### src/sv/binary_dilation_3x3_macros.svh
// Assertion macros shared by the dilation block.
// Each use sits inside a module that has clk and rst_n.
`ifndef BINARY_DILATION_3X3_MACROS_SVH
`define BINARY_DILATION_3X3_MACROS_SVH

`ifndef ASSERT_OFF

// Check a property on every rising clock edge outside reset
`define BD3_ASSERT(label, prop, msg) \
    label: assert property (@(posedge clk) disable iff (!rst_n) prop) else $error(msg);

// Check that a condition never holds outside reset
`define BD3_ASSERT_NEVER(label, expr, msg) \
    label: assert property (@(posedge clk) disable iff (!rst_n) !(expr)) else $error(msg);

`else

`define BD3_ASSERT(label, prop, msg)
`define BD3_ASSERT_NEVER(label, expr, msg)

`endif

`endif

### src/sv/bd3_pkg.sv
package bd3_pkg;

    // Default frame limits
    localparam int DEF_MAX_WIDTH  = 1024;
    localparam int DEF_MAX_HEIGHT = 1024;

    // Configuration port
    localparam int CFG_DATA_W = 11;
    localparam int CFG_IDX_W  = 2;

    typedef enum logic [CFG_IDX_W-1:0] {
        REG_KERNEL_MASK  = 2'd0,
        REG_IMAGE_WIDTH  = 2'd1,
        REG_IMAGE_HEIGHT = 2'd2
    } cfg_reg_t;

    // Register reset values
    localparam int         WIN_W        = 9;
    localparam logic [8:0] KERNEL_RESET = 9'd186;
    localparam int         WIDTH_RESET  = 10;
    localparam int         HEIGHT_RESET = 10;

    // Stream data width
    localparam int TDATA_W = 8;

    // Window bit groups, row-major with bit 8 top-left
    localparam logic [8:0] WIN_SHIFT_KEEP = 9'h1B6;
    localparam logic [8:0] TOP_ROW_BITS   = 9'h1C0;
    localparam logic [8:0] BOT_ROW_BITS   = 9'h007;
    localparam logic [8:0] LEFT_COL_BITS  = 9'h124;
    localparam logic [8:0] RIGHT_COL_BITS = 9'h049;

    // Per-item control handed from the scan counters to the window stage
    typedef struct packed {
        logic       px;     // effective input pixel
        logic       par;    // row parity, selects the line buffer half
        logic       emit;   // item produces an output pixel
        logic       last;   // output pixel closes the frame
        logic [8:0] keep;   // window bits inside the frame
    } item_t;

    // Turn a 3x3 mask by 180 degrees
    function automatic logic [8:0] reverse9(input logic [8:0] m);
        logic [8:0] r;
        for (int i = 0; i < 9; i++) begin
            r[8-i] = m[i];
        end
        return r;
    endfunction

endpackage

### src/sv/binary_dilation_3x3.sv
// Binary 3x3 dilation of a raster-scanned image. Pixels enter one per
// transaction on the s_ side (s_tdata bit 0 is the pixel, s_tuser marks a
// flush item) and the block takes one transaction every clock while the output
// is not stalled. A dilated pixel is formed in the hold stage from the
// transaction that completes its neighborhood, which is one row plus one pixel
// after its own input (two items for a width of one), and leaves registered on
// the m_ side, so the first width+1 items of a frame give no output and the
// source must send width+1 flush items after each frame; m_tlast marks the
// final pixel of the frame. The rate is set by the single read and write port
// of the two-row line store, one column per clock. After reset the line store
// is cleared while s_tready stays low; configuration writes are taken at any
// time. Pixels outside the frame count as zero. Write the structuring element
// (index 0, bit 8 top-left) and the width and height (indexes 1 and 2, clamped
// to 1..MAX) only while the block is idle; a size write restarts the frame.
module binary_dilation_3x3
    import bd3_pkg::*;
#(
    parameter int MAX_WIDTH  = DEF_MAX_WIDTH,
    parameter int MAX_HEIGHT = DEF_MAX_HEIGHT
)
(
    input  logic                  clk,
    input  logic                  rst_n,
    input  logic                  s_tvalid,
    output logic                  s_tready,
    input  logic [TDATA_W-1:0]    s_tdata,    // [0] pixel, rest zero
    input  logic                  s_tuser,    // [0] flush
    output logic                  m_tvalid,
    input  logic                  m_tready,
    output logic [TDATA_W-1:0]    m_tdata,    // [0] dilated_pixel, rest zero
    output logic                  m_tlast,    // last_of_frame
    input  logic                  cfg_we,
    input  logic [CFG_IDX_W-1:0]  cfg_index,
    input  logic [CFG_DATA_W-1:0] cfg_data
);

    localparam int COL_W = $clog2(MAX_WIDTH);

    logic             in_accept;
    logic [COL_W-1:0] col;
    item_t            item;
    logic [WIN_W-1:0] kernel_mask;
    logic             restart;
    logic [1:0]       rd_data;
    logic             wr_en;
    logic [1:0]       wr_data;
    logic             busy;
    logic             s1_free;
    logic             out_pixel;

    // Take a transaction when the store is ready and the hold stage frees
    assign s_tready  = !busy && s1_free;
    assign in_accept = s_tvalid && s_tready;

    bd3_scan_ctrl #(
        .MAX_WIDTH  (MAX_WIDTH),
        .MAX_HEIGHT (MAX_HEIGHT)
    ) u_scan_ctrl (
        .clk         (clk),
        .rst_n       (rst_n),
        .in_accept   (in_accept),
        .pixel       (s_tdata[0]),
        .flush       (s_tuser),
        .cfg_we      (cfg_we),
        .cfg_index   (cfg_index),
        .cfg_data    (cfg_data),
        .col         (col),
        .item        (item),
        .kernel_mask (kernel_mask),
        .restart     (restart)
    );

    bd3_line_buf #(
        .MAX_WIDTH (MAX_WIDTH)
    ) u_line_buf (
        .clk     (clk),
        .rst_n   (rst_n),
        .rd_en   (in_accept),
        .rd_addr (col),
        .rd_data (rd_data),
        .wr_en   (wr_en),
        .wr_data (wr_data),
        .busy    (busy)
    );

    bd3_window u_window (
        .clk         (clk),
        .rst_n       (rst_n),
        .in_load     (in_accept),
        .item_in     (item),
        .kernel_mask (kernel_mask),
        .restart     (restart),
        .rd_data     (rd_data),
        .s1_free     (s1_free),
        .wr_en       (wr_en),
        .wr_data     (wr_data),
        .out_valid   (m_tvalid),
        .out_ready   (m_tready),
        .out_pixel   (out_pixel),
        .out_last    (m_tlast)
    );

    // Pad the result pixel to whole bytes
    assign m_tdata = {{(TDATA_W-1){1'b0}}, out_pixel};

endmodule

### src/sv/bd3_line_buf.sv
`include "binary_dilation_3x3_macros.svh"

module bd3_line_buf
    import bd3_pkg::*;
#(
    parameter int MAX_WIDTH = DEF_MAX_WIDTH
)
(
    input  logic                         clk,
    input  logic                         rst_n,
    input  logic                         rd_en,
    input  logic [$clog2(MAX_WIDTH)-1:0] rd_addr,
    output logic [1:0]                   rd_data,   // bit p holds the row of parity p
    input  logic                         wr_en,
    input  logic [1:0]                   wr_data,
    output logic                         busy
);

    localparam int COL_W = $clog2(MAX_WIDTH);

    logic [1:0]       line_mem [MAX_WIDTH];
    logic [1:0]       rd_data_reg;
    logic [COL_W-1:0] addr_reg;
    logic             clearing_reg;
    logic [COL_W-1:0] clr_addr_reg;
    logic             bypass;

    // Sweep the store to zero after reset
    always_ff @(posedge clk or negedge rst_n)
    begin
        if (!rst_n)
        begin
            clearing_reg <= 1'b1;
            clr_addr_reg <= '0;
        end
        else if (clearing_reg)
        begin
            if (clr_addr_reg == COL_W'(MAX_WIDTH - 1))
            begin
                clearing_reg <= 1'b0;
            end
            clr_addr_reg <= clr_addr_reg + COL_W'(1);
        end
    end

    // Forward a write that lands on the column being read
    assign bypass = wr_en && (addr_reg == rd_addr);

    // Write back at the column last read, read with registered data
    always_ff @(posedge clk)
    begin
        if (clearing_reg)
        begin
            line_mem[clr_addr_reg] <= 2'b00;
        end
        else if (wr_en)
        begin
            line_mem[addr_reg] <= wr_data;
        end
        if (rd_en)
        begin
            rd_data_reg <= bypass ? wr_data : line_mem[rd_addr];
            addr_reg    <= rd_addr;
        end
    end

    assign rd_data = rd_data_reg;
    assign busy    = clearing_reg;

    `BD3_ASSERT_NEVER(a_no_read_in_clear, rd_en && clearing_reg, "line read during clear")
    `BD3_ASSERT_NEVER(a_no_write_in_clear, wr_en && clearing_reg, "line write during clear")

endmodule

### src/sv/bd3_scan_ctrl.sv
`include "binary_dilation_3x3_macros.svh"

module bd3_scan_ctrl
    import bd3_pkg::*;
#(
    parameter int MAX_WIDTH  = DEF_MAX_WIDTH,
    parameter int MAX_HEIGHT = DEF_MAX_HEIGHT
)
(
    input  logic                         clk,
    input  logic                         rst_n,
    input  logic                         in_accept,
    input  logic                         pixel,
    input  logic                         flush,
    input  logic                         cfg_we,
    input  logic [CFG_IDX_W-1:0]         cfg_index,
    input  logic [CFG_DATA_W-1:0]        cfg_data,
    output logic [$clog2(MAX_WIDTH)-1:0] col,
    output item_t                        item,
    output logic [WIN_W-1:0]             kernel_mask,
    output logic                         restart
);

    localparam int COL_W   = $clog2(MAX_WIDTH);
    localparam int WSZ_W   = $clog2(MAX_WIDTH + 1);
    localparam int HSZ_W   = $clog2(MAX_HEIGHT + 1);
    localparam int ROW_W   = $clog2(MAX_HEIGHT + 2);
    localparam int OROW_W  = $clog2(MAX_HEIGHT);
    localparam int WCMP_W  = (CFG_DATA_W > WSZ_W) ? CFG_DATA_W : WSZ_W;
    localparam int HCMP_W  = (CFG_DATA_W > HSZ_W) ? CFG_DATA_W : HSZ_W;
    localparam int W_INIT  = (WIDTH_RESET > MAX_WIDTH) ? MAX_WIDTH : WIDTH_RESET;
    localparam int H_INIT  = (HEIGHT_RESET > MAX_HEIGHT) ? MAX_HEIGHT : HEIGHT_RESET;

    logic [WIN_W-1:0]  kernel_reg,  kernel_next;
    logic [WSZ_W-1:0]  width_reg,   width_next;
    logic [HSZ_W-1:0]  height_reg,  height_next;
    logic [COL_W-1:0]  in_col_reg,  in_col_next;
    logic [ROW_W-1:0]  in_row_reg,  in_row_next;
    logic [COL_W-1:0]  out_col_reg, out_col_next;
    logic [OROW_W-1:0] out_row_reg, out_row_next;

    logic              col_end;
    logic              row_done;
    logic              emit;
    logic              orow_last;
    logic              ocol_last;
    logic [8:0]        keep;
    logic [WCMP_W-1:0] w_ext;
    logic [HCMP_W-1:0] h_ext;
    logic [WSZ_W-1:0]  w_clamped;
    logic [HSZ_W-1:0]  h_clamped;

    // Clamp written sizes to 1..MAX
    always_comb
    begin
        w_ext = WCMP_W'(cfg_data);
        h_ext = HCMP_W'(cfg_data);
        if (w_ext == '0)
            w_clamped = WSZ_W'(1);
        else if (w_ext > WCMP_W'(MAX_WIDTH))
            w_clamped = WSZ_W'(MAX_WIDTH);
        else
            w_clamped = WSZ_W'(w_ext);
        if (h_ext == '0)
            h_clamped = HSZ_W'(1);
        else if (h_ext > HCMP_W'(MAX_HEIGHT))
            h_clamped = HSZ_W'(MAX_HEIGHT);
        else
            h_clamped = HSZ_W'(h_ext);
    end

    // Position decode for the item at the input
    always_comb
    begin
        col_end   = (WSZ_W'(in_col_reg) + WSZ_W'(1)) >= width_reg;
        row_done  = in_row_reg >= ROW_W'(height_reg);
        emit      = (in_row_reg >= ROW_W'(2))
                 || ((in_row_reg == ROW_W'(1)) && (in_col_reg != '0));
        orow_last = (HSZ_W'(out_row_reg) + HSZ_W'(1)) >= height_reg;
        ocol_last = (WSZ_W'(out_col_reg) + WSZ_W'(1)) >= width_reg;

        // Drop window bits that fall outside the frame
        keep = '1;
        if (out_row_reg == '0)
            keep = keep & ~TOP_ROW_BITS;
        if (orow_last)
            keep = keep & ~BOT_ROW_BITS;
        if (out_col_reg == '0)
            keep = keep & ~LEFT_COL_BITS;
        if (ocol_last)
            keep = keep & ~RIGHT_COL_BITS;

        item.px   = pixel && !flush && !row_done;
        item.par  = in_row_reg[0];
        item.emit = emit;
        item.last = emit && orow_last && ocol_last;
        item.keep = keep;
    end

    // Advance positions per transaction, restart on a size write
    always_comb
    begin
        kernel_next  = kernel_reg;
        width_next   = width_reg;
        height_next  = height_reg;
        in_col_next  = in_col_reg;
        in_row_next  = in_row_reg;
        out_col_next = out_col_reg;
        out_row_next = out_row_reg;
        restart      = 1'b0;

        if (in_accept)
        begin
            if (item.last)
            begin
                in_col_next  = '0;
                in_row_next  = '0;
                out_col_next = '0;
                out_row_next = '0;
            end
            else
            begin
                if (col_end)
                begin
                    in_col_next = '0;
                    in_row_next = in_row_reg + ROW_W'(1);
                end
                else
                begin
                    in_col_next = in_col_reg + COL_W'(1);
                end
                if (emit)
                begin
                    if (ocol_last)
                    begin
                        out_col_next = '0;
                        out_row_next = out_row_reg + OROW_W'(1);
                    end
                    else
                    begin
                        out_col_next = out_col_reg + COL_W'(1);
                    end
                end
            end
        end

        if (cfg_we)
        begin
            case (cfg_reg_t'(cfg_index))
                REG_KERNEL_MASK:
                begin
                    kernel_next = cfg_data[WIN_W-1:0];
                end
                REG_IMAGE_WIDTH:
                begin
                    width_next = w_clamped;
                    restart    = 1'b1;
                end
                REG_IMAGE_HEIGHT:
                begin
                    height_next = h_clamped;
                    restart     = 1'b1;
                end
                default:
                begin
                    restart = 1'b0;
                end
            endcase
        end

        if (restart)
        begin
            in_col_next  = '0;
            in_row_next  = '0;
            out_col_next = '0;
            out_row_next = '0;
        end
    end

    always_ff @(posedge clk or negedge rst_n)
    begin
        if (!rst_n)
        begin
            kernel_reg  <= KERNEL_RESET;
            width_reg   <= WSZ_W'(W_INIT);
            height_reg  <= HSZ_W'(H_INIT);
            in_col_reg  <= '0;
            in_row_reg  <= '0;
            out_col_reg <= '0;
            out_row_reg <= '0;
        end
        else
        begin
            kernel_reg  <= kernel_next;
            width_reg   <= width_next;
            height_reg  <= height_next;
            in_col_reg  <= in_col_next;
            in_row_reg  <= in_row_next;
            out_col_reg <= out_col_next;
            out_row_reg <= out_row_next;
        end
    end

    assign col         = in_col_reg;
    assign kernel_mask = kernel_reg;

    `BD3_ASSERT(a_frame_wraps, in_accept && item.last |=> (in_col_reg == '0) && (in_row_reg == '0) && (out_col_reg == '0) && (out_row_reg == '0), "frame end left positions set")
    `BD3_ASSERT(a_col_in_range, in_accept |-> (WSZ_W'(in_col_reg) < width_reg), "input column past width")

endmodule

### src/sv/bd3_window.sv
`include "binary_dilation_3x3_macros.svh"

module bd3_window
    import bd3_pkg::*;
(
    input  logic             clk,
    input  logic             rst_n,
    input  logic             in_load,
    input  item_t            item_in,
    input  logic [WIN_W-1:0] kernel_mask,
    input  logic             restart,
    input  logic [1:0]       rd_data,
    output logic             s1_free,
    output logic             wr_en,
    output logic [1:0]       wr_data,
    output logic             out_valid,
    input  logic             out_ready,
    output logic             out_pixel,
    output logic             out_last
);

    logic             s1_valid_reg;
    item_t            s1_item_reg;
    logic [WIN_W-1:0] win_reg;
    logic [WIN_W-1:0] win_next;
    logic             out_valid_reg;
    logic             out_pixel_reg;
    logic             out_last_reg;
    logic             s1_fire;
    logic             top;
    logic             mid;
    logic             dilated;

    // Move the held item on unless its result has nowhere to go
    assign s1_fire = s1_valid_reg
                  && (!s1_item_reg.emit || !out_valid_reg || out_ready);
    assign s1_free = !s1_valid_reg || s1_fire;

    // Shift the window one column and OR the turned mask over it
    always_comb
    begin
        top      = rd_data[s1_item_reg.par];
        mid      = rd_data[!s1_item_reg.par];
        win_next = ((win_reg << 1) & WIN_SHIFT_KEEP)
                 | (WIN_W'(top) << 6) | (WIN_W'(mid) << 3) | WIN_W'(s1_item_reg.px);
        dilated  = |(win_next & s1_item_reg.keep & reverse9(kernel_mask));
        wr_data  = s1_item_reg.par ? {s1_item_reg.px, rd_data[0]}
                                   : {rd_data[1], s1_item_reg.px};
    end

    assign wr_en = s1_fire;

    // Hold stage and output control
    always_ff @(posedge clk or negedge rst_n)
    begin
        if (!rst_n)
        begin
            s1_valid_reg  <= 1'b0;
            out_valid_reg <= 1'b0;
            win_reg       <= '0;
        end
        else
        begin
            if (in_load)
                s1_valid_reg <= 1'b1;
            else if (s1_fire)
                s1_valid_reg <= 1'b0;

            if (s1_fire && s1_item_reg.emit)
                out_valid_reg <= 1'b1;
            else if (out_ready)
                out_valid_reg <= 1'b0;

            if (restart)
                win_reg <= '0;
            else if (s1_fire)
                win_reg <= s1_item_reg.last ? '0 : win_next;
        end
    end

    // Capture item and result payload
    always_ff @(posedge clk)
    begin
        if (in_load)
            s1_item_reg <= item_in;
        if (s1_fire && s1_item_reg.emit)
        begin
            out_pixel_reg <= dilated;
            out_last_reg  <= s1_item_reg.last;
        end
    end

    assign out_valid = out_valid_reg;
    assign out_pixel = out_pixel_reg;
    assign out_last  = out_last_reg;

    `BD3_ASSERT(a_load_when_free, in_load |-> s1_free, "item loaded over a held item")
    `BD3_ASSERT(a_window_cleared, s1_fire && s1_item_reg.last |=> (win_reg == '0), "window kept after frame end")

endmodule
### config.mk
export PLATFORM = sky130hd
export DESIGN_NAME = binary_dilation_3x3
export DESIGN_NICKNAME = d
export VERILOG_FILES = /design/src/sv/bd3_pkg.sv /design/src/sv/binary_dilation_3x3.sv /design/src/sv/bd3_line_buf.sv /design/src/sv/bd3_scan_ctrl.sv /design/src/sv/bd3_window.sv
export VERILOG_INCLUDE_DIRS = /design/src /design/src/sv
export SDC_FILE = /design/constraint.sdc
export NUM_CORES = 2
export LEC_CHECK = 0
export BUFFER_PORTS_ARGS = -buffer_cell sky130_fd_sc_hd__clkbuf_2
export CAP_MARGIN = 20
export CORE_MARGIN = 2
export CORE_UTILIZATION = 25
export DETAILED_ROUTE_END_ITERATION = 6
export PLACE_DENSITY_LB_ADDON = 0.05
export SKIP_CTS_REPAIR_TIMING = 1
export SYNTH_ARGS = -nofsm -noshare
export SYNTH_HDL_FRONTEND = slang
export SYNTH_SLANG_ARGS = --single-unit
### constraint.sdc
create_clock -name clk -period 76.6 [get_ports clk]
set_input_delay 11.49 -clock clk [delete_from_list [all_inputs] [get_ports clk]]
set_output_delay 11.49 -clock clk [all_outputs]
set_load 0.05 [all_outputs]
==> reports/results.txt <==
H-tree Lvls -> 5
TritonCTS clock tree -> yes
I/O Buffers -> 23
TritonCTS Buffers -> 275
Gpl congestion -> 0.726
Die area -> 364000 um^2
Via/cell ratio -> 4.78
Skew-Pair Late Insertion Delay -> 0.89 ns
Vias in the first global route -> 52900
Slew Limit Headroom -> 0.219
Status -> complete, no violations
Layout cell share with drive strength beyond 1 -> 0.192
Peak VDD IR -> 0.0000276 V
Leakage -> 32.2 nW
Crit path kind -> in2out
Global Route Usage Sum -> 0.181
Switch share -> 0.309
Post-Syn Area -> 89800 um^2
Drt first pass iters -> 5
Worst path max stage delay -> 0.25 ns
Setup Skew -> 0.0338 ns
YS warnings -> 0
Row cnt -> 220
Number of fill cells in the layout -> 35600
Initial antenna violation count -> 51
Pwr dens -> 33.5 nW/um^2
Layout area overhead -> 16.3%
Nets -> 5622
Min setup slack post-route -> 52.96 ns
Number of synthesized register bits -> 2165
Sink Count -> 2165
Worst hold slack -> 0.482 ns
Post-synth ARST share -> 0.0420
Final Instance Count excl. Fillers -> 10500
Top-level port count -> 38
Core box area -> 358000 um^2
Largest net degree at the start of global routing -> 217
Req. time, crit path -> 65.11 ns
Die width -> 603 um
Crit Path Max Fanout -> 3
Register area -> 64600 um^2
ANT nets after route -> 0
Drt wl/cell -> 31.7 um
Comb pwr share -> 0.237
Slowest CP cell -> clkbuf_2
P_sw -> 1.08 mW
Post-synthesis instance total -> 5477
Synthesized area per cell -> 16.4 um^2
Final slew viol count -> 0
Final Hold Vio Count -> 0
Primary FF master, synth -> edfxtp_1
Placed Cells -> 10000
Final period demand of the worst path -> 23.64 ns
Worst min path class -> reg2reg
Final period util -> 0.309
Final HPWL DP -> 189 mm
Die Y -> 603 um
Clock power frac -> 0.356
Residual DRC count -> 0
Clock Pin Slew Worst Setup and Hold Paths -> 0.06 ns
Initial core utilization -> 0.251
Worst setup EP type -> output port
CTS Buffer Depth -> 4
Final setup TNS -> 0 ns
CP dominant cell by count -> clkbuf_2
Routed WL -> 334 mm
Crit path cell chain -> clkbuf_2, nor3_1, a21oi_1, clkbuf_2
Post-route core utilization -> 0.291
Max reg flops -> 2048
RSZ-0062 raised after global routing -> false
First DRT Iteration DRCs -> 4922
Final setup viols -> 0
Startpoint Class -> primary input
Worst Tran Pin Value -> 1.17 ns
Global-route wire length before repair -> 456 mm
Post-synthesis cell type count -> 76
Int Pwr -> 2.41 mW
Via count -> 50300
Critical path arrival -> 12.15 ns
Sequential area share after synthesis -> 0.719
Area of the multi-input gates -> 23700 um^2
Total gr overflow -> 0
EDFF count, synth -> 2074
Clock Root Buffer -> clkbuf_16
Peak Freq -> 0.0423 GHz
Max-cap violations -> 0
Register share of total power -> 0.407
DP Worst Slack -> 52.96 ns
path summary, 6_finish.rpt:
| check | from | endpoint | slack, ns | depth (start not counted) |
|---|---|---|---|---|
| worst max-delay path | m_tready | s_tready | 52.96 | 4 |
| worst min-delay path | u_scan_ctrl.height_reg[2] | u_scan_ctrl.height_reg[2] | 0.48 | 2 |
| worst max register to register | u_scan_ctrl.col[0] | u_line_buf.rd_data[0] | 69.93 | 14 |
| worst min register to register | u_scan_ctrl.height_reg[2] | u_scan_ctrl.height_reg[2] | 0.48 | 2 |
| max in group asynchronous | rst_n | u_scan_ctrl.in_row_reg[1] | 64.81 | 2 |
| min in group asynchronous | rst_n | u_window.win_reg[6] | 10.59 | 1 |
critical path, delay by kind of cell:
family / cells / cell delay (ns)
buffers and inverters: 2 / 0.34
and+or+nand+nor: 1 / 0.19
AOI/OAI and AO/OA: 1 / 0.13
cell families after synthesis:
family	Yosys count	share of synthesized area
AO/OA/AOI/OAI	538	0.0417
XOR/XNOR	43	0.00419
adder cells (fa/ha/maj)	57	0.00794
buffers and inverters	462	0.0228
flip-flops	2165	0.719
multiplexers	628	0.132
other	1	0.0000417
AND/OR/NAND/NOR	1583	0.0727
power by group through the flow:
stage               Sequential [mW]  Clock, mW  Combinational (mW)
floorplan                      1.56          0               0.511
global placement               1.45          0               0.860
detailed placement             1.45          0               0.857
CTS                            1.42       1.29               0.859
global route                   1.42       1.33               0.891
finish                         1.42       1.24               0.828
placed cells by master (no fill, tap or decap), types with 25 or more instances in the layout:
| master | count |
|---|---|
| a211oi_1 | 42 |
| a21oi_1 | 91 |
| a221oi_1 | 28 |
| a22o_1 | 37 |
| a22oi_1 | 115 |
| buf_4 | 162 |
| clkbuf_1 | 61 |
| clkbuf_16 | 284 |
| clkinv_1 | 69 |
| clkinv_2 | 35 |
| dfrtp_1 | 74 |
| edfxtp_1 | 2074 |
| ha_1 | 57 |
| inv_1 | 36 |
| mux2i_1 | 165 |
| mux4_2 | 441 |
| nand2_1 | 204 |
| nand3_1 | 62 |
| nor2_1 | 1079 |
| nor3_1 | 35 |
| o21ai_0 | 73 |
| o22ai_1 | 31 |
| xnor2_1 | 25 |
Yosys cell counts (36+ instances only):
cell type,n,share of area
edfxtp_1,2074,0.69
nor2_1,1084,0.045
mux4_2,441,0.11
clkbuf_1,263,0.011
nand2_1,230,0.0096
mux2i_1,165,0.018
a22oi_1,115,0.0096
a21oi_1,91,0.0051
buf_2,86,0.0048
dfrtp_1,81,0.023
o21ai_0,73,0.0041
nand3_1,69,0.0038
ha_1,57,0.0079
buf_4,43,0.0036
a211oi_1,42,0.0035
nor3_1,40,0.0022
a22o_1,37,0.0036
inv_1,36,0.0015
final cells by class:
cell class | instances | area share
multi-input cells | 2856 | 0.226
well taps | 4773 | 0.0572
diodes | 8 | 0.000192
clock buffers | 346 | 0.0704
inverters | 39 | 0.00140
repair buffers | 201 | 0.0159
flip-flops and latches | 2165 | 0.618
clock inverters | 137 | 0.0102
metal layers:
layer  routed length, um  GRT usage  vias to the layer above
li1                    -          -                    21500
met5                   0          0                        -
met4                5630     0.0315                        0
met2              158000      0.297                     1280
met3               14900     0.0225                      367
met1              155000      0.258                    27200
stage by stage:
step                total power [mW]  area [um^2]
floorplan                       2.08        89900
global placement                2.31        96000
detailed placement              2.31        96000
CTS                             3.57       104000
global route                    3.64       104000
finish                          3.49       104000
No activity file was read; power rests on OpenSTA's default activity.
